--- src/rtl/core/cbsel_pkg.sv ---
// ----------------------------------------------------------------------------
// cbsel_pkg
// Shared types and constants for the order-1 bin context selector: control
// states, register indexes and the leading-one scanner status word.
// ----------------------------------------------------------------------------
package cbsel_pkg;

   // register indexes on the csr port
   localparam logic [1:0] CSR_MODE = 2'd0;
   localparam logic [1:0] CSR_REST = 2'd1;
   localparam logic [1:0] CSR_EGK  = 2'd2;

   // binarization modes
   localparam logic MODE_TU  = 1'b0;
   localparam logic MODE_EGK = 1'b1;

   // reset value and legal range of the rest position register
   localparam logic [6:0] REST_RESET = 7'd10;
   localparam logic [6:0] REST_MIN   = 7'd1;
   localparam logic [6:0] REST_MAX   = 7'd64;

   // hard limit on indices per word
   localparam int OUT_LIMIT = 64;

   // leading-one scanner widths
   localparam int LEAD_WIDTH = 32;
   localparam int POS_WIDTH  = 5;

   // sequencer states
   typedef enum logic [1:0] {
      ST_IDLE,
      ST_SCAN,
      ST_EMIT
   } state_type;

   // scanner status seen by the sequencer
   typedef struct packed {
      logic                 done;
      logic [POS_WIDTH-1:0] pos;
   } lead_status_type;

endpackage

--- src/rtl/core/cbsel_lead_one.sv ---
// ----------------------------------------------------------------------------
// cbsel_lead_one
// Iterative leading-one finder: shifts the value right one place a cycle
// until it is at most one, counting the shifts.
// ----------------------------------------------------------------------------
module cbsel_lead_one (
   input  logic                                clock,
   input  logic                                reset,
   input  logic                                start,
   input  logic [cbsel_pkg::LEAD_WIDTH-1:0]    value,
   output cbsel_pkg::lead_status_type          status
);

   logic                                busy_ff, busy_in;
   logic [cbsel_pkg::LEAD_WIDTH-1:0]    value_ff, value_in;
   logic [cbsel_pkg::POS_WIDTH-1:0]     pos_ff, pos_in;
   logic                                above_one;

   // shared compare: value still above one
   assign above_one = |value_ff[cbsel_pkg::LEAD_WIDTH-1:1];

   // shift and count step
   always_comb begin
      busy_in  = busy_ff;
      value_in = value_ff;
      pos_in   = pos_ff;
      if (start) begin
         busy_in  = 1'b1;
         value_in = value;
         pos_in   = '0;
      end else if (busy_ff) begin
         if (above_one) begin
            value_in = value_ff >> 1;
            pos_in   = pos_ff + 1'b1;
         end else begin
            busy_in = 1'b0;
         end
      end
   end

   always_ff @(posedge clock) begin
      if (reset) begin
         busy_ff <= 1'b0;
      end else begin
         busy_ff <= busy_in;
      end
      value_ff <= value_in;
      pos_ff   <= pos_in;
   end

   assign status.done = busy_ff && !above_one;
   assign status.pos  = pos_ff;

   // shift count never passes the top bit position
   a_pos_range: assert property (@(posedge clock) disable iff (reset)
      busy_ff && above_one |-> pos_ff != '1)
      else $error("leading-one count overflow");

   // a new start only arrives while the scanner is idle
   a_start_idle: assert property (@(posedge clock) disable iff (reset)
      start |-> !busy_ff)
      else $error("scanner restarted while busy");

   // finishing drops busy on the next cycle
   a_done_clears: assert property (@(posedge clock) disable iff (reset)
      status.done && !start |=> !busy_ff)
      else $error("scanner stayed busy after done");

endmodule

--- src/rtl/core/cbsel_ctx_unit.sv ---
// ----------------------------------------------------------------------------
// cbsel_ctx_unit
// Context index for one bin position from the reference length and the
// number of individually modelled positions.
// ----------------------------------------------------------------------------
module cbsel_ctx_unit (
   input  logic [6:0]  bin_pos,
   input  logic [30:0] ref_len,
   input  logic [6:0]  rest_pos,
   output logic [7:0]  ctx_id
);

   logic [30:0] pos_wide;
   logic [7:0]  rest_x1;
   logic [7:0]  rest_x2;
   logic [7:0]  rest_x3;

   assign pos_wide = {24'd0, bin_pos};
   assign rest_x1  = {1'b0, rest_pos};
   assign rest_x2  = {rest_pos, 1'b0};
   assign rest_x3  = rest_x2 + rest_x1;

   // rest context, then above, below or equal to the reference length
   always_comb begin
      if (bin_pos >= rest_pos) begin
         ctx_id = rest_x3;
      end else if (pos_wide > ref_len) begin
         ctx_id = {1'b0, bin_pos};
      end else if (pos_wide < ref_len) begin
         ctx_id = rest_x1 + {1'b0, bin_pos};
      end else begin
         ctx_id = rest_x2 + {1'b0, bin_pos};
      end
   end

endmodule

--- src/rtl/core/cabac_bin_order1_context_select.sv ---
// ----------------------------------------------------------------------------
// cabac_bin_order1_context_select
// Emits one context index per bin position for each request word, with the
// reference length taken from the previous symbol (TU or EGk prefix).
//
//   channel | dir | handshake          | payload
//   req     | in  | req_valid/stall    | symbol_prev[30:0], bin_count[6:0]
//   rsp     | out | rsp_valid/stall    | ctx_id[7:0], bin_index[5:0], last_bin
//   csr     | in  | csr_valid/ready    | csr_index[1:0], csr_data[6:0]
//
// An EGk word first passes through the leading-one scanner, which shifts one
// bit a cycle. Emission is one index a cycle through the output register
// while rsp_stall is low. Reset is synchronous; csr_ready is always high.
// rsp_stall holds the output register and pauses emission; req_stall is
// high while a word is being scanned or emitted.
// ----------------------------------------------------------------------------
module cabac_bin_order1_context_select #(
   parameter int MAX_BINS = 64
) (
   input  logic        clock,
   input  logic        reset,
   input  logic        req_valid,
   output logic        req_stall,
   input  logic [30:0] req_symbol_prev,
   input  logic [6:0]  req_bin_count,
   output logic        rsp_valid,
   input  logic        rsp_stall,
   output logic [7:0]  rsp_ctx_id,
   output logic [5:0]  rsp_bin_index,
   output logic        rsp_last_bin,
   input  logic        csr_valid,
   output logic        csr_ready,
   input  logic [1:0]  csr_index,
   input  logic [6:0]  csr_data
);

   localparam int CAP = (MAX_BINS < cbsel_pkg::OUT_LIMIT) ? MAX_BINS : cbsel_pkg::OUT_LIMIT;
   localparam logic [6:0] CAP_W = 7'(CAP);

   cbsel_pkg::state_type  state_ff, state_in;
   logic                  mode_ff, mode_in;
   logic [6:0]            rest_ff, rest_in;
   logic [4:0]            egk_ff, egk_in;
   logic [6:0]            count_ff, count_in;
   logic [6:0]            pos_ff, pos_in;
   logic [30:0]           ref_ff, ref_in;
   logic                  valid_ff, valid_in;
   logic [7:0]            ctx_ff, ctx_in;
   logic [5:0]            index_ff, index_in;
   logic                  last_ff, last_in;

   logic                  req_take;
   logic                  out_free;
   logic [6:0]            count_sat;
   logic                  scan_start;
   logic [cbsel_pkg::LEAD_WIDTH-1:0] scan_value;
   cbsel_pkg::lead_status_type       scan_status;
   logic [7:0]            ctx_sel;
   logic                  is_last;
   logic [4:0]            len_egk;

   assign req_stall = (state_ff != cbsel_pkg::ST_IDLE);
   assign req_take  = req_valid && !req_stall;
   assign out_free  = !valid_ff || !rsp_stall;
   assign count_sat = (req_bin_count > CAP_W) ? CAP_W : req_bin_count;
   assign csr_ready = 1'b1;

   // egk sum for the scanner
   assign scan_value = {1'b0, req_symbol_prev} + (32'd1 << egk_ff);
   assign scan_start = req_take && (mode_ff == cbsel_pkg::MODE_EGK);
   assign len_egk    = scan_status.pos - egk_ff;
   assign is_last    = (pos_ff + 7'd1) == count_ff;

   cbsel_lead_one u_lead_one (
      .clock  (clock),
      .reset  (reset),
      .start  (scan_start),
      .value  (scan_value),
      .status (scan_status)
   );

   cbsel_ctx_unit u_ctx_unit (
      .bin_pos  (pos_ff),
      .ref_len  (ref_ff),
      .rest_pos (rest_ff),
      .ctx_id   (ctx_sel)
   );

   // configuration registers
   always_comb begin
      mode_in = mode_ff;
      rest_in = rest_ff;
      egk_in  = egk_ff;
      if (csr_valid && csr_ready) begin
         unique case (csr_index)
            cbsel_pkg::CSR_MODE: mode_in = csr_data[0];
            cbsel_pkg::CSR_REST: begin
               if (csr_data < cbsel_pkg::REST_MIN) begin
                  rest_in = cbsel_pkg::REST_MIN;
               end else if (csr_data > cbsel_pkg::REST_MAX) begin
                  rest_in = cbsel_pkg::REST_MAX;
               end else begin
                  rest_in = csr_data;
               end
            end
            cbsel_pkg::CSR_EGK: egk_in = csr_data[4:0];
            default: ;
         endcase
      end
   end

   // sequencer and output word
   always_comb begin
      state_in = state_ff;
      count_in = count_ff;
      pos_in   = pos_ff;
      ref_in   = ref_ff;
      valid_in = valid_ff && rsp_stall;
      ctx_in   = ctx_ff;
      index_in = index_ff;
      last_in  = last_ff;
      unique case (state_ff)
         cbsel_pkg::ST_IDLE: begin
            if (req_take) begin
               count_in = count_sat;
               pos_in   = '0;
               if (mode_ff == cbsel_pkg::MODE_EGK) begin
                  state_in = cbsel_pkg::ST_SCAN;
               end else begin
                  ref_in = req_symbol_prev;
                  if (count_sat != 7'd0) begin
                     state_in = cbsel_pkg::ST_EMIT;
                  end
               end
            end
         end
         cbsel_pkg::ST_SCAN: begin
            if (scan_status.done) begin
               ref_in = {26'd0, len_egk};
               if (count_ff != 7'd0) begin
                  state_in = cbsel_pkg::ST_EMIT;
               end else begin
                  state_in = cbsel_pkg::ST_IDLE;
               end
            end
         end
         cbsel_pkg::ST_EMIT: begin
            if (out_free) begin
               valid_in = 1'b1;
               ctx_in   = ctx_sel;
               index_in = pos_ff[5:0];
               last_in  = is_last;
               pos_in   = pos_ff + 7'd1;
               if (is_last) begin
                  state_in = cbsel_pkg::ST_IDLE;
               end
            end
         end
         default: state_in = cbsel_pkg::ST_IDLE;
      endcase
   end

   always_ff @(posedge clock) begin
      if (reset) begin
         state_ff <= cbsel_pkg::ST_IDLE;
         valid_ff <= 1'b0;
         mode_ff  <= cbsel_pkg::MODE_TU;
         rest_ff  <= cbsel_pkg::REST_RESET;
         egk_ff   <= '0;
         count_ff <= '0;
         pos_ff   <= '0;
         ref_ff   <= '0;
      end else begin
         state_ff <= state_in;
         valid_ff <= valid_in;
         mode_ff  <= mode_in;
         rest_ff  <= rest_in;
         egk_ff   <= egk_in;
         count_ff <= count_in;
         pos_ff   <= pos_in;
         ref_ff   <= ref_in;
      end
      ctx_ff   <= ctx_in;
      index_ff <= index_in;
      last_ff  <= last_in;
   end

   assign rsp_valid     = valid_ff;
   assign rsp_ctx_id    = ctx_ff;
   assign rsp_bin_index = index_ff;
   assign rsp_last_bin  = last_ff;

   // rest position register stays inside its legal range
   a_rest_range: assert property (@(posedge clock) disable iff (reset)
      rest_ff >= cbsel_pkg::REST_MIN && rest_ff <= cbsel_pkg::REST_MAX)
      else $error("rest positions out of range");

   // emission never runs past the word's count
   a_pos_bound: assert property (@(posedge clock) disable iff (reset)
      state_ff == cbsel_pkg::ST_EMIT |-> pos_ff < count_ff)
      else $error("bin position past count");

   // scanner reports only while the sequencer waits on it
   a_scan_owner: assert property (@(posedge clock) disable iff (reset)
      scan_status.done |-> state_ff == cbsel_pkg::ST_SCAN)
      else $error("scanner done outside scan state");

   // an emitted context index stays within three rest ranges
   a_ctx_range: assert property (@(posedge clock) disable iff (reset)
      valid_ff |-> ctx_ff <= 8'd192)
      else $error("context index out of range");

   // a tu word with no bins leaves the block idle
   a_empty_word: assert property (@(posedge clock) disable iff (reset)
      req_take && mode_ff == cbsel_pkg::MODE_TU && count_sat == 7'd0 |=> !req_stall)
      else $error("empty word did not return to idle");

endmodule
--- config.mk ---
export PLATFORM = sky130hd
export DESIGN_NAME = cabac_bin_order1_context_select
export DESIGN_NICKNAME = d
export VERILOG_FILES = /design/src/rtl/core/cbsel_pkg.sv /design/src/rtl/core/cbsel_lead_one.sv /design/src/rtl/core/cbsel_ctx_unit.sv /design/src/rtl/core/cabac_bin_order1_context_select.sv
export SDC_FILE = /design/constraint.sdc
export NUM_CORES = 1
export LEC_CHECK = 0
export BUFFER_PORTS_ARGS = -buffer_cell sky130_fd_sc_hd__buf_2
export CAP_MARGIN = 20
export CELL_PAD_IN_SITES_DETAIL_PLACEMENT = 1
export CELL_PAD_IN_SITES_GLOBAL_PLACEMENT = 1
export CORE_ASPECT_RATIO = 2
export CORE_MARGIN = 2
export CORE_UTILIZATION = 30
export DETAILED_ROUTE_END_ITERATION = 10
export PLACE_DENSITY = 0.6
export SLEW_MARGIN = 5
export SYNTH_ARGS = -nofsm -noshare
export SYNTH_HDL_FRONTEND = slang
export SYNTH_HIERARCHICAL = 1
export SYNTH_SLANG_ARGS = --single-unit
--- constraint.sdc ---
create_clock -name clock -period 3 [get_ports clock]
set_input_delay 0 -clock clock [delete_from_list [all_inputs] [get_ports clock]]
set_output_delay 0 -clock clock [all_outputs]
set_load 0.005 [all_outputs]
### Word-level counts from Yosys, hierarchy flattened

Cells that the tools add are included.

* flip-flop bits (word level): 114
* output and inout bits: 18

* add/sub/neg operators: 7
* $lt $le $gt $ge: 6
* equal/unequal tests: 11
* shift operators: 1
* mux-type cells: 29
* reduce and logical (&&, ||, !) cells: 29

Operators by type and width (count)
* 2-to-1 mux 32 bit: 3
* 2-to-1 mux 31 bit: 3
* one-hot mux 31 bit (2 select lines): 1
* 2-to-1 mux 7 bit: 5
* adder 31 x 32 -> 32 bit: 1
* left shift 1 x 5 -> 32 bit (first input constant): 1
* greater-than comparator 7 x 31 -> 1 bit: 1
* less-than comparator 7 x 31 -> 1 bit: 1
* OR reduction 31 bit: 1
* 2-to-1 mux 8 bit: 3
* adder 8 x 7 -> 8 bit: 2
* greater-than comparator 7 bit (second input constant): 2
* 2-to-1 mux 2 bit: 7
* one-hot mux 7 bit (2 select lines): 1
* AND reduction 2 bit: 7
* nonzero test 7 bit: 2
* != test 2 bit (second input constant): 5
* nonzero test 2 bit: 5
* adder 7 x 7 -> 8 bit: 1
* adder 7 x 1 -> 7 bit (second input constant): 1
* equality test 7 bit: 1
* greater-or-equal comparator 7 bit: 1
* less-than comparator 7 x 1 -> 1 bit (second input constant): 1
* one-hot mux 2 bit (3 select lines): 1
* 13 further kinds: 26

### Depth between registers and ports, before layout

Gate-level depths: netlist of run 1.

* depth in word-level cells: 7
* depth in mapped cells: 13
* mapped depth without buffers: 12

### Modules after synthesis

The synthesis of run 1 kept the hierarchy.

By module, submodules not included
* cabac_bin_order1_context_select: instances 1, cells each 592, area an instance 4968.5 um2, sequential area each 1671.6 um2
* cbsel_lead_one: instances 1, cells each 109, area an instance 1716.6 um2, sequential area each 1051.0 um2
* cbsel_ctx_unit: instances 1, cells each 175, area an instance 1360.1 um2, sequential area each 0.0 um2

### Worst setup path after synthesis of run 1

No wires, ideal clock.

* path kind: register -> register
* start: register egk_ff[1]
* end: register u_lead_one/value_ff[24] in the netlist's numbering (data pin)
* setup time: 260 ps
* arrival: 2993 ps
* required time: 2740 ps
* path slack: -253 ps
* cell stages (with the launch flop): 14
* path buffers: 1
* cells stage by stage: dfxtp_1 -> inv_1 -> or3_1 -> nor2_1 -> ha_1 -> buf_2 -> and4_4 -> and3_1 -> and3_1 -> or3_1 -> a211oi_2 -> or4_1 -> nand3_1 -> mux2_2

* longest elaborated chain between the ends: 3

Ends and longest elaborated chain
* from (decl): line cabac_bin_order1_context_select.sv:43 `logic [4:0] egk_ff, egk_in;`
* from (signal assigned): line cabac_bin_order1_context_select.sv:178 `egk_ff <= egk_in;`
* left shift 1 x 5 -> 32 bit: line cabac_bin_order1_context_select.sv:69 `assign scan_value = {1'b0, req_symbol_prev} + (32'd1 << egk_ff);`
* adder 31 x 32 -> 32 bit: line cabac_bin_order1_context_select.sv:69
* via scan_value, one bit: line cabac_bin_order1_context_select.sv:56 `logic [cbsel_pkg::LEAD_WIDTH-1:0] scan_value;`
* 2-to-1 mux 32 bit: line cbsel_lead_one.sv:27 `if (start) begin`
* via u_lead_one.value_in, one bit: line cbsel_lead_one.sv:15 `logic [cbsel_pkg::LEAD_WIDTH-1:0] value_ff, value_in;`
* to (signal assigned): line cbsel_lead_one.sv:47 `value_ff <= value_in;`
* to (decl): line cbsel_lead_one.sv:15

The timed path passes the listed nets, and every way through them passes these cells.
A chain may end at the register's enable or synchronous reset.

### Worst setup path after layout of run 1

* start: register egk_ff[1]
* end: register u_lead_one/value_ff[25] in the netlist's numbering (data pin)

The elaborated chain is that of the path after synthesis.

==> summary.txt, run 1 <==
Global route
  – Largest net degree at the start of global routing: 32
  – Initial antenna violation count: 0
  – Gr ovfl total: 0
  – Gr usage total: 0.211
  – First-pass GRT wire length: 45.1 mm
  – Vias in the first global route: 8200

Pwr
  – Leakage power: between 4 and 5 nW
  – Total chip power: 0.00477 W
  – Max VDD drop: about 310 uV
  – PD cells: about 420 mW/mm2

Yosys
  – Yosys top cell area share: 0.172
  – Post-synthesis sequential area ratio: 0.338
  – Simple-gate share of the synthesized area: 0.189
  – Seq cells post-synth: roughly 110
  – Area share of fa/ha/maj cells after synthesis: 0.121
  – Synth Warn #: 6
  – Post-Synth XOR/XNOR Area: 0.0589
  – Synthesized net count: 1003
  – Top FF cell, synth: dfxtp_1
  – Largest family of logic cells by synthesized area: simple AND/OR/NAND/NOR gates
  – Distinct cells, synth: between 70 and 80
  – Area fraction in compound gates after synthesis: 0.185
  – Synth area leaders: edfxtp_1 17%, dfxtp_1 17%, ha_1 11%
  – Area of the mapped netlist: 0.00805 mm2
  – Area leader, netlist: edfxtp_1
  – Avg Cell Area, Syn: 9.18 um2
  – Post-Synthesis Cells: 876
  – Async SR Flop Fraction: 0
  – EDFF count, synth: 46
  – Mux share of post-synthesis cell area: 0.0711

CTS
  – CTS tree: built
  – Clk_lat worst skew: 440 ps
  – Inserted Clock Buffers: 17
  – # clock sinks: 113
  – Deepest clock path buffer count: 2
  – H-tree lvl count: 4
  – Root Buffer Master: clkbuf_16
  – Clock transition at path regs: roughly 60 ps

STA
  – Final Hold Fails: 0
  – Clock period minus worst slack: roughly 3200 ps
  – Worst-Margin Slew: 613 ps
  – Slew Limit Fails: 0
  – Worst slew margin relative to its limit: 0.591
  – Final Setup Violations: 11
  – Fmax: 312 MHz
  – RSZ-0062 raised after global routing: true
  – Final worst-path setup slack: -208 ps
  – Fin crit share: 1.07
  – Final Skew: 7.78 ps

Drt
  – Vias: 7622
  – 1st-iter DRT viols: 283
  – Wire per inst: 20.1 um
  – DR DRC count: 0
  – Via density: 5.22
  – Final WL: 29.3 mm
  – DRT Pass-1 Iters: 4
  – Antenna Violating Nets Remaining: 0

Placement
  – Final GP Congestion: 0.847
  – DP Wirelength: 22.5 mm
  – Placement Setup Slack: -346 ps
  – IO Port Bufs: slightly below 70

Critical path
  – Critical path class: reg -> reg
  – Reg2reg setup slack: -210 ps
  – Worst r2r path cells: 13
  – CP Capture Type: register
  – CP Max Fanout: 7
  – Data required time of the critical path: 3180 ps
  – Startpoint Class: register
  – WP data arrival: about 3400 ps

Floorplan
  – Die area: 0.0282 mm2
  – Core Region: roughly 0.026 mm2
  – Chip height: 236 um
  – Die Width: 120 um
  – Row count: 84
  – Io pins: 70
  – Starting Density: 0.305

Outcome
  – Failing checks: negative setup slack
  – Status: complete, but fails checks

Min path
  – Worst hold path type: in -> reg
  – WHS Path Cells: 2

Finish
  – Fillers: ~3000
  – Final #Nets: around 1200
  – Antenna Cells: 0
  – Area delta synth->final: 39.7%
  – Share of cells above drive strength 1: 0.332

Flow run
  – MaxCap Viol Count: 0
## registers in the layout, indices dropped and copies added, names as in the netlist, 2 cells and up
name and count:
rsp_bin_index 6, state_ff 2, u_lead_one/value_ff 31, rsp_ctx_id 8
count_ff 7, pos_ff 7, u_lead_one/pos_ff 5, egk_ff 5
ref_ff 31, rest_ff 7
## synthesized netlist by cell type (3+ instances only)
cell / instances
xor2_1: 15
clkbuf_1: 26
nor3b_1: 17
or3_1: 7
nand3_1: 15
o21bai_1: 9
o221ai_1: 3
nand4_1: 7
a21oi_2: 7
nand3b_1: 6
nor4_2: 5
fa_1: 5
inv_1: 34
and4_4: 3
mux2i_1: 14
a211oi_2: 3
ha_1: 70
a21oi_1: 55
dfxtp_1: 67
a21o_1: 24
a31oi_1: 5
nor4_1: 13
xnor2_1: 34
and4_1: 4
nor2_1: 131
mux2_2: 33
nand2_1: 33
o21ai_1: 6
and3_1: 9
o211ai_1: 5
o2111ai_1: 3
nand2b_1: 9
a211oi_1: 10
a22oi_1: 28
o311ai_0: 3
edfxtp_1: 46
o21ai_0: 27
buf_2: 7
nor2b_1: 13
mux2_4: 4
nor3_1: 17
## final cells by class
cell class / count / area [um2] / area share
clock buffer: 18 / 439 / 0.0391
clock inverter: 14 / 163 / 0.0145
inverter: 34 / 130 / 0.0116
multi-input combinational: 692 / 5520 / 0.491
sequential: 113 / 2730 / 0.243
tap: 344 / 430 / 0.0383
timing repair buffer: 245 / 1830 / 0.163
## through the flow
stage / std cells / area (um2) / hold slack (ps) / util / TNS [ps]
after floorplan: 876 / 8090 / 144 / - / -417
after global placement: 1363 / 9540 / 285 / 0.362 / -2550
after detailed placement: 1363 / 9540 / 294 / 0.362 / -2950
after CTS: 1455 / 11100 / 32.2 / 0.420 / -921
after global routing: 1460 / 11200 / 32.2 / 0.426 / -2530
final: 1460 / 11200 / 31.6 / 0.426 / -1220
## layer usage
metal | GRT usage | wire length (um)
met2 | 0.430 | 17300
met4 | 0.122 | 1700
met3 | 0.0354 | 631
met5 | 0 | 0
met1 | 0.186 | 9640
## where the power goes
part	switching (W)	internal, W
clock network	0.000797	0.00132
logic	0.000474	0.000417
registers	0.0000752	0.00169
total	0.00135	0.00343
## logic make-up after synthesis
family                     after synthesis
xor gates and xnor gates                51
muxes                                   51
DFF                                    113
buffers and inverters                   71
other                                    1
adders and majority gates               75
and+or+nand+nor                        300
AOI/OAI and AO/OA                      214
## cell usage in the layout (no fill, tap or decap), types with 16 or more instances in the layout
cell | netlist | final
a21oi_1 | 55 | 49
nor3_1 | 17 | 16
o21ai_0 | 27 | 23
clkbuf_16 | 0 | 17
ha_1 | 70 | 60
edfxtp_1 | 46 | 46
inv_1 | 34 | 32
buf_2 | 7 | 68
mux2_2 | 33 | 25
buf_4 | 1 | 121
nor3b_1 | 17 | 17
nand2_1 | 33 | 32
a21o_1 | 24 | 24
dfxtp_1 | 67 | 63
a22oi_1 | 28 | 28
dlygate4sd3_1 | 0 | 48
xnor2_1 | 34 | 33
nor2_1 | 131 | 114
## final timing paths
kind | start | to
max | egk_ff[1] | u_lead_one/value_ff[25]
min | reset | count_ff[3]
max reg2reg | egk_ff[1] | u_lead_one/value_ff[25]
min reg2reg | ref_ff[4] | ref_ff[4]
## timing repair
item | CTS | global route
buffers inserted | 13 | 6
pin swaps | 43 | 20
endpoints found under the hold margin | 48 | 0
gates resized for setup | 80 | 26
setup endpoints to repair | 17 | 17
hold buffers | 48 | 0
## worst max-delay path, stage by stage (launching register included)
cell       delay, ps
dfxtp_4          380
inv_4             50
or3_4            370
nor2_4           120
ha_4             220
o211ai_1         250
o211ai_2         130
a32o_2           320
a21o_1           220
a311oi_4         220
buf_6            160
or4_1            100
o2111ai_1        110
mux2_2           290
No activity file was read; power rests on OpenSTA's default activity.
==> run 2: changes to the inputs <==
PLACE_DENSITY = 0.61   (was 0.6)
SYNTH_HIERARCHICAL = unset   (was 1)
==> run 2 against run 1 <==
  * The run now ends clean
  * First-iteration DRC count is 32% higher
  * Sequential power grew 3%
  * Die area is 1.8% lower
  * Via count shrank 0.91%
  * Largest cell class unchanged
  * Largest power group unchanged
  * Highest routed layer unchanged
==> summary.txt, run 2 <==
Floorplan
  – Row count: 84 (unchanged)
  – Die Width: 119 um (-0.89%)
  – Starting Density: 0.303 (-0.00198)
  – Die area: 0.0277 mm2 (-1.8%)
  – Core Region: 0.0261 mm2 (-1.2%)
  – Io pins: 70 (unchanged)
  – Chip height: 233 um (-0.91%)

Outcome
  – Status: finished, final reports clean

Drt
  – 1st-iter DRT viols: 374 (+32%)
  – DRT Pass-1 Iters: 4 (unchanged)
  – Vias: 7553 (-0.91%)
  – Antenna Violating Nets Remaining: 0 (unchanged)
  – Via density: 5.17 (-0.91%)
  – DR DRC count: 0 (unchanged)
  – Final WL: 26.7 mm (-8.9%)
  – Wire per inst: 18.3 um (-8.9%)

STA
  – Final Hold Fails: 0 (unchanged)
  – Clock period minus worst slack: 2950 ps (-257 ps)
  – Final Skew: 8.95 ps (+1.17 ps)
  – Worst slew margin relative to its limit: 0.442 (-0.149)
  – Final hold slack: 22.3 ps (-9.28 ps)
  – Final Setup Violations: 0 (-11)
  – Slew Limit Fails: 0 (unchanged)
  – Fin crit share: 0.984 (-0.0857)
  – RSZ-0062 raised after global routing: true
  – Worst-Margin Slew: 838 ps (+224 ps)
  – Fmax: 339 MHz (+8.7%)

Finish
  – Final core utilization: 0.403 (-0.0228)
  – Final #Nets: 1230 (unchanged)
  – Most common cell after layout, fill and taps aside: nand2_1
  – Share of cells above drive strength 1: 0.219 (-0.114)
  – Area delta synth->final: 33.1%
  – Antenna Cells: 0 (unchanged)
  – Most frequent cells in the layout: 89 x nand2_1, 80 x nor2_1, 80 x buf_4, 69 x a21oi_1, 68 x buf_2

CTS
  – Inserted Clock Buffers: 17 (unchanged)
  – CTS tree: built
  – # clock sinks: 113 (unchanged)
  – H-tree lvl count: 4 (unchanged)
  – Root Buffer Master: clkbuf_16
  – Clk_lat worst skew: 440 ps (about the same)
  – Clock transition at path regs: 60 ps (about the same)
  – Deepest clock path buffer count: 2 (unchanged)

Pwr
  – Sequential share of power: 0.382 (+0.013)
  – Leakage power: 4.47 nW (-4.9%)
  – Max VDD drop: 410 uV (+32%)
  – Cell-internal power: 0.00338 W (-1.4%)
  – Switching part of the total: 0.293 (+0.0105)
  – Power share of the combinational group: 0.190 (+0.003)
  – Clock power frac: 0.429 (-0.015)
  – Psw: 0.00140 W (+3.8%)
  – PD cells: 454 mW/mm2 (+7.0%)

Global route
  – Gr usage total: 0.195 (-0.0159)
  – First-pass GRT wire length: 42.4 mm (-6.0%)
  – Largest net degree at the start of global routing: 48 (+50%)
  – Vias in the first global route: 8036 (-2.0%)
  – Gr ovfl total: 0 (unchanged)
  – Initial antenna violation count: 0 (unchanged)

Critical path
  – Reg2reg setup slack: 50 ps (+260 ps)
  – CP Max Fanout: 4 (-3)
  – Number of cells on the critical path: 11 (-2)
  – WP data arrival: 3130 ps (-260 ps)
  – CP Launch Point: egk_ff[1]
  – Data required time of the critical path: 3180 ps (about the same)
  – Critical path class: reg -> reg
  – Bufs and invs on worst path: 1 (-1)
  – Reg-to-Reg Start: egk_ff[1]
  – Worst r2r path cells: 11 (-2)
  – CP Capture Type: register
  – Crit-path max cell delay: 370 ps (about the same)
  – FF-to-FF End: u_lead_one.value_ff[30]
  – CP top delay family: simple AND/OR/NAND/NOR gates
  – CP cell instances: inv_2 > or3_4 > nor2_2 > ha_2 > a211oi_2 > o21ai_2 > o211ai_1 > nand3_1 > o31a_1 > and4_1 > or3_1
  – CP max stage cell: or3_4
  – Startpoint Class: register

Yosys
  – Synthesized net count: 1045 (+4.2%)
  – Avg Cell Area, Syn: 8.59 um2 (-6.4%)
  – Top cells by instance count after synthesis: 91 x nand2_1, 89 x nor2_1, 80 x a21oi_1, 69 x ha_1, 67 x dfxtp_1
  – Area of the mapped netlist: 0.00790 mm2 (-1.8%)
  – Synth Warn #: 0 (-6)
  – Async SR Flop Fraction: 0 (unchanged)
  – Distinct cells, synth: 65 (-12%)
  – Area leader, netlist: edfxtp_1
  – EDFF count, synth: 46 (unchanged)
  – Top FF cell, synth: dfxtp_1
  – Yosys top cell area share: 0.175 (+0.00321)
  – Top-count cell post-synth: nand2_1
  – Synth area leaders: edfxtp_1 17%, dfxtp_1 17%, ha_1 11%
  – Post-Synthesis Cells: 919 (+4.9%)
  – Post-synthesis sequential area ratio: 0.345 (+0.00633)
  – Seq cells post-synth: 113 (unchanged)

Placement
  – DP Wirelength: 20.1 mm (-11%)
  – IO Port Bufs: 68 (unchanged)
  – Final GP Congestion: 0.814 (-3.9%)

Flow run
  – MaxCap Viol Count: 0 (unchanged)

Min path
  – Hold path start: req_symbol_prev[1]
  – Min-Delay Endpoint: ref_ff[1]
  – Worst hold path type: in -> reg
  – WHS Path Cells: 3 (+1)
run 2: cell types whose count changed after synthesis, sizes merged, moves of 11 or more:
| cell | previous run | this run |
|---|---|---|
| o21ai | 33 | 69 |
| a22o | 2 | 26 |
| inv | 34 | 50 |
| mux2 | 37 | 3 |
| a21oi | 62 | 80 |
| nor3b | 17 | 6 |
| nor2 | 131 | 90 |
| xor2 | 15 | 26 |
| a22oi | 28 | 5 |
| nand2 | 34 | 91 |
run 2: final cells by class:
type | count | area [um2]
clock buffers | 19 | 443
well taps | 344 | 430
multi-input cells | 719 | 5100
flip-flops and latches | 113 | 2730
repair buffers | 203 | 1500
clock inverters | 12 | 133
inverters | 50 | 188
fillers | 3109 | 15600
run 2: repair_timing:
item	4_1_cts	5_1_grt
hold buffers	50	0
setup buffers	0	8
endpoints found under the setup margin	7	16
hold endpoints to repair	51	0
pin swaps	2	25
gates resized for setup	6	60
run 2: worst max path at each step:
stage	end	slack, ps
after detailed placement	u_lead_one.value_ff[30]	-90
after CTS	u_lead_one.value_ff[29]	1
after global routing	u_lead_one.value_ff[20]	-110
after global placement	u_lead_one.value_ff[29]	-5
final	u_lead_one.value_ff[30]	50
after floorplan	u_lead_one.value_ff[30]	40
run 2: cells by family (layout without fill, tap and decap cells):
family	after synthesis	after routing	synth area share
AND/OR/NAND/NOR	310	310	0.189
AO/OA/AOI/OAI	257	257	0.210
flip-flops	113	113	0.345
buffers and inverters	87	284	0.0440
adder cells (fa/ha/maj)	74	74	0.122
XOR/XNOR	56	56	0.0621
multiplexers	21	21	0.0271
other	1	1	0.000475
run 2: power by group through the flow:
stage          logic, W  registers, W  clock network [W]
4_1_cts        0.000884       0.00182            0.00209
3_3_place_gp   0.000795       0.00185                  0
3_5_place_dp   0.000824       0.00185                  0
2_1_floorplan  0.000533       0.00182                  0
6_report       0.000905       0.00182            0.00205
5_1_grt         0.00102       0.00184            0.00214
run 2: per-layer routing:
metal,global-route usage,share of wire,vias up
met5,0,0,-
met3,0.0332,0.030,34
li1,-,-,3719
met1,0.232,0.44,3680
met4,0.0763,0.028,0
met2,0.348,0.51,120
run 2: worst register-to-register path, cell delays in order (launching register included):
cell      delay (ps)
dfxtp_2          360
inv_2             50
or3_4            370
nor2_2           100
ha_2             300
a211oi_2         230
o21ai_2          120
o211ai_1         210
nand3_1          140
o31a_1           310
and4_1           200
or3_1            300
run 2: metrics by stage:
step / cell area [um2] / setup TNS (ps) / power (W) / instances / setup WS [ps]
4_1_cts: 10200 / 0 / 0.00479 / 1453 / 1.35
5_1_grt: 10500 / -539 / 0.00500 / 1460 / -107
3_3_place_gp: 9110 / -4.62 / 0.00264 / 1372 / -4.62
2_1_floorplan: 7910 / 0 / 0.00236 / 919 / 35.3
3_5_place_dp: 9110 / -282 / 0.00268 / 1372 / -86.2
6_report: 10500 / 0 / 0.00477 / 1460 / 49.1
==> run 3: changes to the inputs <==
PLACE_DENSITY = 0.59   (was 0.61)
clock period = 3.3 ns   (was 3 ns; I/O delays follow)
==> run 3 against run 2 <==
  * Non-clock buffer count down 53
  * Sequential share of layout area up 1.7 points
  * Highest routed layer unchanged
  * Wire length down 4.8%
  * Largest cell class unchanged
  * Clock-buffer cell count up 4
  * Die area unchanged
  * Largest power group unchanged
==> summary.txt, run 3 (same netlist as run 2, synthesis figures left out) <==
Flow run
  – MaxCap Viol Count: 0 (unchanged)

Placement
  – IO Port Bufs: 68 (unchanged)
  – DP Wirelength: 19.6 mm (-2.1%)
  – Placed cells: 1326 (-3.4%)
  – Placed cell area: 0.00875 mm2 (-4.0%)
  – Placement Setup Slack: 153 ps (+240 ps)
  – Final GP Congestion: 0.856 (+5.2%)

Pwr
  – Power share of the combinational group: 0.185 (-0.005)
  – Clock power frac: 0.414 (-0.015)
  – Max VDD drop: 384 uV (-6.5%)
  – Psw: 0.00121 W (-13%)
  – Switching part of the total: 0.293 (+0.000839)
  – PD cells: 420 mW/mm2 (-7.5%)
  – Cell-internal power: 0.00292 W (-14%)
  – Sequential share of power: 0.401 (+0.019)
  – Leakage power: 4.20 nW (-6.0%)

STA
  – Fin crit share: 0.957 (-0.0266)
  – Slew Limit Fails: 0 (unchanged)
  – Final hold slack: 29.6 ps (+7.30 ps)
  – Final Skew: 11.1 ps (+2.16 ps)
  – Fmax: 317 MHz (-6.6%)
  – Final worst-path setup slack: 142 ps (+92.7 ps)
  – Setup TNS: 0 ps (unchanged)
  – Worst slew margin relative to its limit: 0.422 (-0.0200)
  – Worst-Margin Slew: 868 ps (+30.0 ps)
  – Final Hold Fails: 0 (unchanged)
  – Clock period minus worst slack: 3160 ps (+207 ps)
  – Final Setup Violations: 0 (unchanged)
  – RSZ-0062 raised after global routing: true

Finish
  – Most common cell after layout, fill and taps aside: nand2_1
  – Multi-input gate area: 0.00489 mm2 (-4.1%)
  – Share of cells above drive strength 1: 0.139 (-0.0795)
  – Most frequent cells in the layout: 91 x nand2_1, 89 x nor2_1, 75 x a21oi_1, 69 x buf_2, 68 x ha_1
  – Sequential cell area: 0.00272 mm2 (-0.14%)
  – Final #Nets: 1177 (-4.3%)
  – Number of cells in the finished layout apart from fillers: 1408 (-3.6%)
  – Fillers: 3149 (+1.3%)
  – Area delta synth->final: 24.6%
  – Antenna Cells: 0 (unchanged)
  – Design area: 0.00984 mm2 (-6.4%)

Floorplan
  – Row count: 84 (unchanged)
  – Core Region: 0.0261 mm2 (unchanged)
  – Chip height: 233 um (unchanged)
  – Die Width: 119 um (unchanged)
  – Starting Density: 0.303 (unchanged)
  – Die area: 0.0277 mm2 (unchanged)
  – Io pins: 70 (unchanged)

Critical path
  – CP cell instances: or3_1 > buf_4 > nor2_1 > ha_1 > and4_1 > and3_1 > o211ai_1 > nand3_1 > o31a_1 > and4_1 > or3_1
  – CP top delay family: simple AND/OR/NAND/NOR gates
  – CP Max Fanout: 9 (+5)
  – Reg-to-Reg Start: egk_ff[4]
  – Crit-path max cell delay: 470 ps (+100 ps)
  – WP data arrival: 3350 ps (+220 ps)
  – FF-to-FF End: u_lead_one.value_ff[30]
  – CP max stage cell: or3_1
  – Reg2reg setup slack: 140 ps (+90 ps)
  – Critical path class: reg -> reg
  – Worst r2r path cells: 11 (unchanged)
  – CP Capture Type: register
  – Startpoint Class: register
  – Bufs and invs on worst path: 1 (unchanged)
  – Data required time of the critical path: 3490 ps (+310 ps)

Global route
  – Gr ovfl total: 0 (unchanged)
  – Met1 usage: 0.235 (+0.00340)
  – Largest net degree at the start of global routing: 45 (-6.3%)
  – Met2 Use GR: 0.329 (-0.0190)
  – First-pass GRT wire length: 41.1 mm (-3.1%)
  – Vias in the first global route: 7738 (-3.7%)
  – Gr usage total: 0.190 (-0.00542)
  – M3 GR Usage: 0.0251 (-0.00806)
  – Initial antenna violation count: 0 (unchanged)
  – Most Crowded Layer GR: met2

Drt
  – 1st-iter DRT viols: 285 (-24%)
  – Via density: 5.18 (+0.15%)
  – DRT Pass-1 Iters: 4 (unchanged)
  – DR DRC count: 0 (unchanged)
  – Final WL: 25.4 mm (-4.8%)
  – Vias: 7295 (-3.4%)
  – Wire per inst: 18.0 um (-1.2%)
  – Antenna Violating Nets Remaining: 0 (unchanged)

CTS
  – Clock transition at path regs: 60 ps (about the same)
  – # clock sinks: 113 (unchanged)
  – Clk_lat worst skew: 450 ps (about the same)
  – Postcts setup bufs: 0 (unchanged)
  – Inserted Clock Buffers: 17 (unchanged)
  – Root Buffer Master: clkbuf_16
  – H-tree lvl count: 4 (unchanged)
  – Deepest clock path buffer count: 2 (unchanged)
  – CTS tree: built

Outcome
  – Status: finished, final reports clean

Min path
  – Min-Delay Endpoint: ref_ff[0]
  – Hold path start: req_symbol_prev[0]
  – WHS Path Cells: 5 (+2)
  – Worst hold path type: in -> reg
[run 3: cell types whose count changed in the layout (fill, tap and decap cells not counted), moves of 8 or more]
cell,change
nor2_2,-8
buf_4,-49
nor2_1,+9
ha_1,+8
[run 3: how the worst max path moves through the flow]
stage / startpoint / to / slack (ps) / cells after the start
after floorplan: egk_ff[0] / u_lead_one.value_ff[29] / 290 / 12
after global routing: egk_ff[4] / u_lead_one.value_ff[26] / -10 / 10
after detailed placement: egk_ff[4] / u_lead_one.value_ff[29] / 150 / 11
after CTS: egk_ff[4] / u_lead_one.value_ff[26] / 130 / 10
final: egk_ff[4] / u_lead_one.value_ff[30] / 140 / 11
after global placement: egk_ff[4] / u_lead_one.value_ff[30] / 180 / 11
[run 3: repair_timing]
action / CTS / global route
setup endpoints to repair: 0 / 8
resized for setup: 0 / 10
hold endpoints to repair: 50 / 0
hold buffers: 50 / 0
[run 3: power by group through the flow]
| stage | Clock, W | Combinational, W | Sequential, W |
|---|---|---|---|
| 4_1_cts | 0.00175 | 0.000767 | 0.00166 |
| 3_3_place_gp | 0 | 0.000705 | 0.00168 |
| 6_report | 0.00171 | 0.000764 | 0.00166 |
| 5_1_grt | 0.00179 | 0.000862 | 0.00167 |
| 3_5_place_dp | 0 | 0.000717 | 0.00169 |
| 2_1_floorplan | 0 | 0.000483 | 0.00166 |
[run 3: routing by layer]
metal / part of all wire / up-vias
li1: - / 3617
met1: 0.45 / 3538
met2: 0.50 / 110
met3: 0.026 / 30
met4: 0.024 / 0
met5: 0 / -
[run 3: cell type report]
cell class,count,area share
clock buffers,23,0.0487
clock inverters,9,0.00559
flip-flops and latches,113,0.277
inverters,50,0.0191
well taps,344,0.0437
repair buffers,150,0.110
multi-input cells,719,0.497
[run 3: through the flow]
stage	util	total power [W]
after floorplan	-	0.00214
after global placement	0.336	0.00239
after detailed placement	0.336	0.00240
after CTS	0.375	0.00417
after global routing	0.378	0.00432
final	0.378	0.00413
[run 3: worst register-to-register path, cell delays in order, from the launching register on]
cell      delay, ps
dfxtp_1         380
or3_1           470
buf_4           180
nor2_1           80
ha_1            320
and4_1          230
and3_1          180
o211ai_1         80
nand3_1         170
o31a_1          320
and4_1          190
or3_1           300
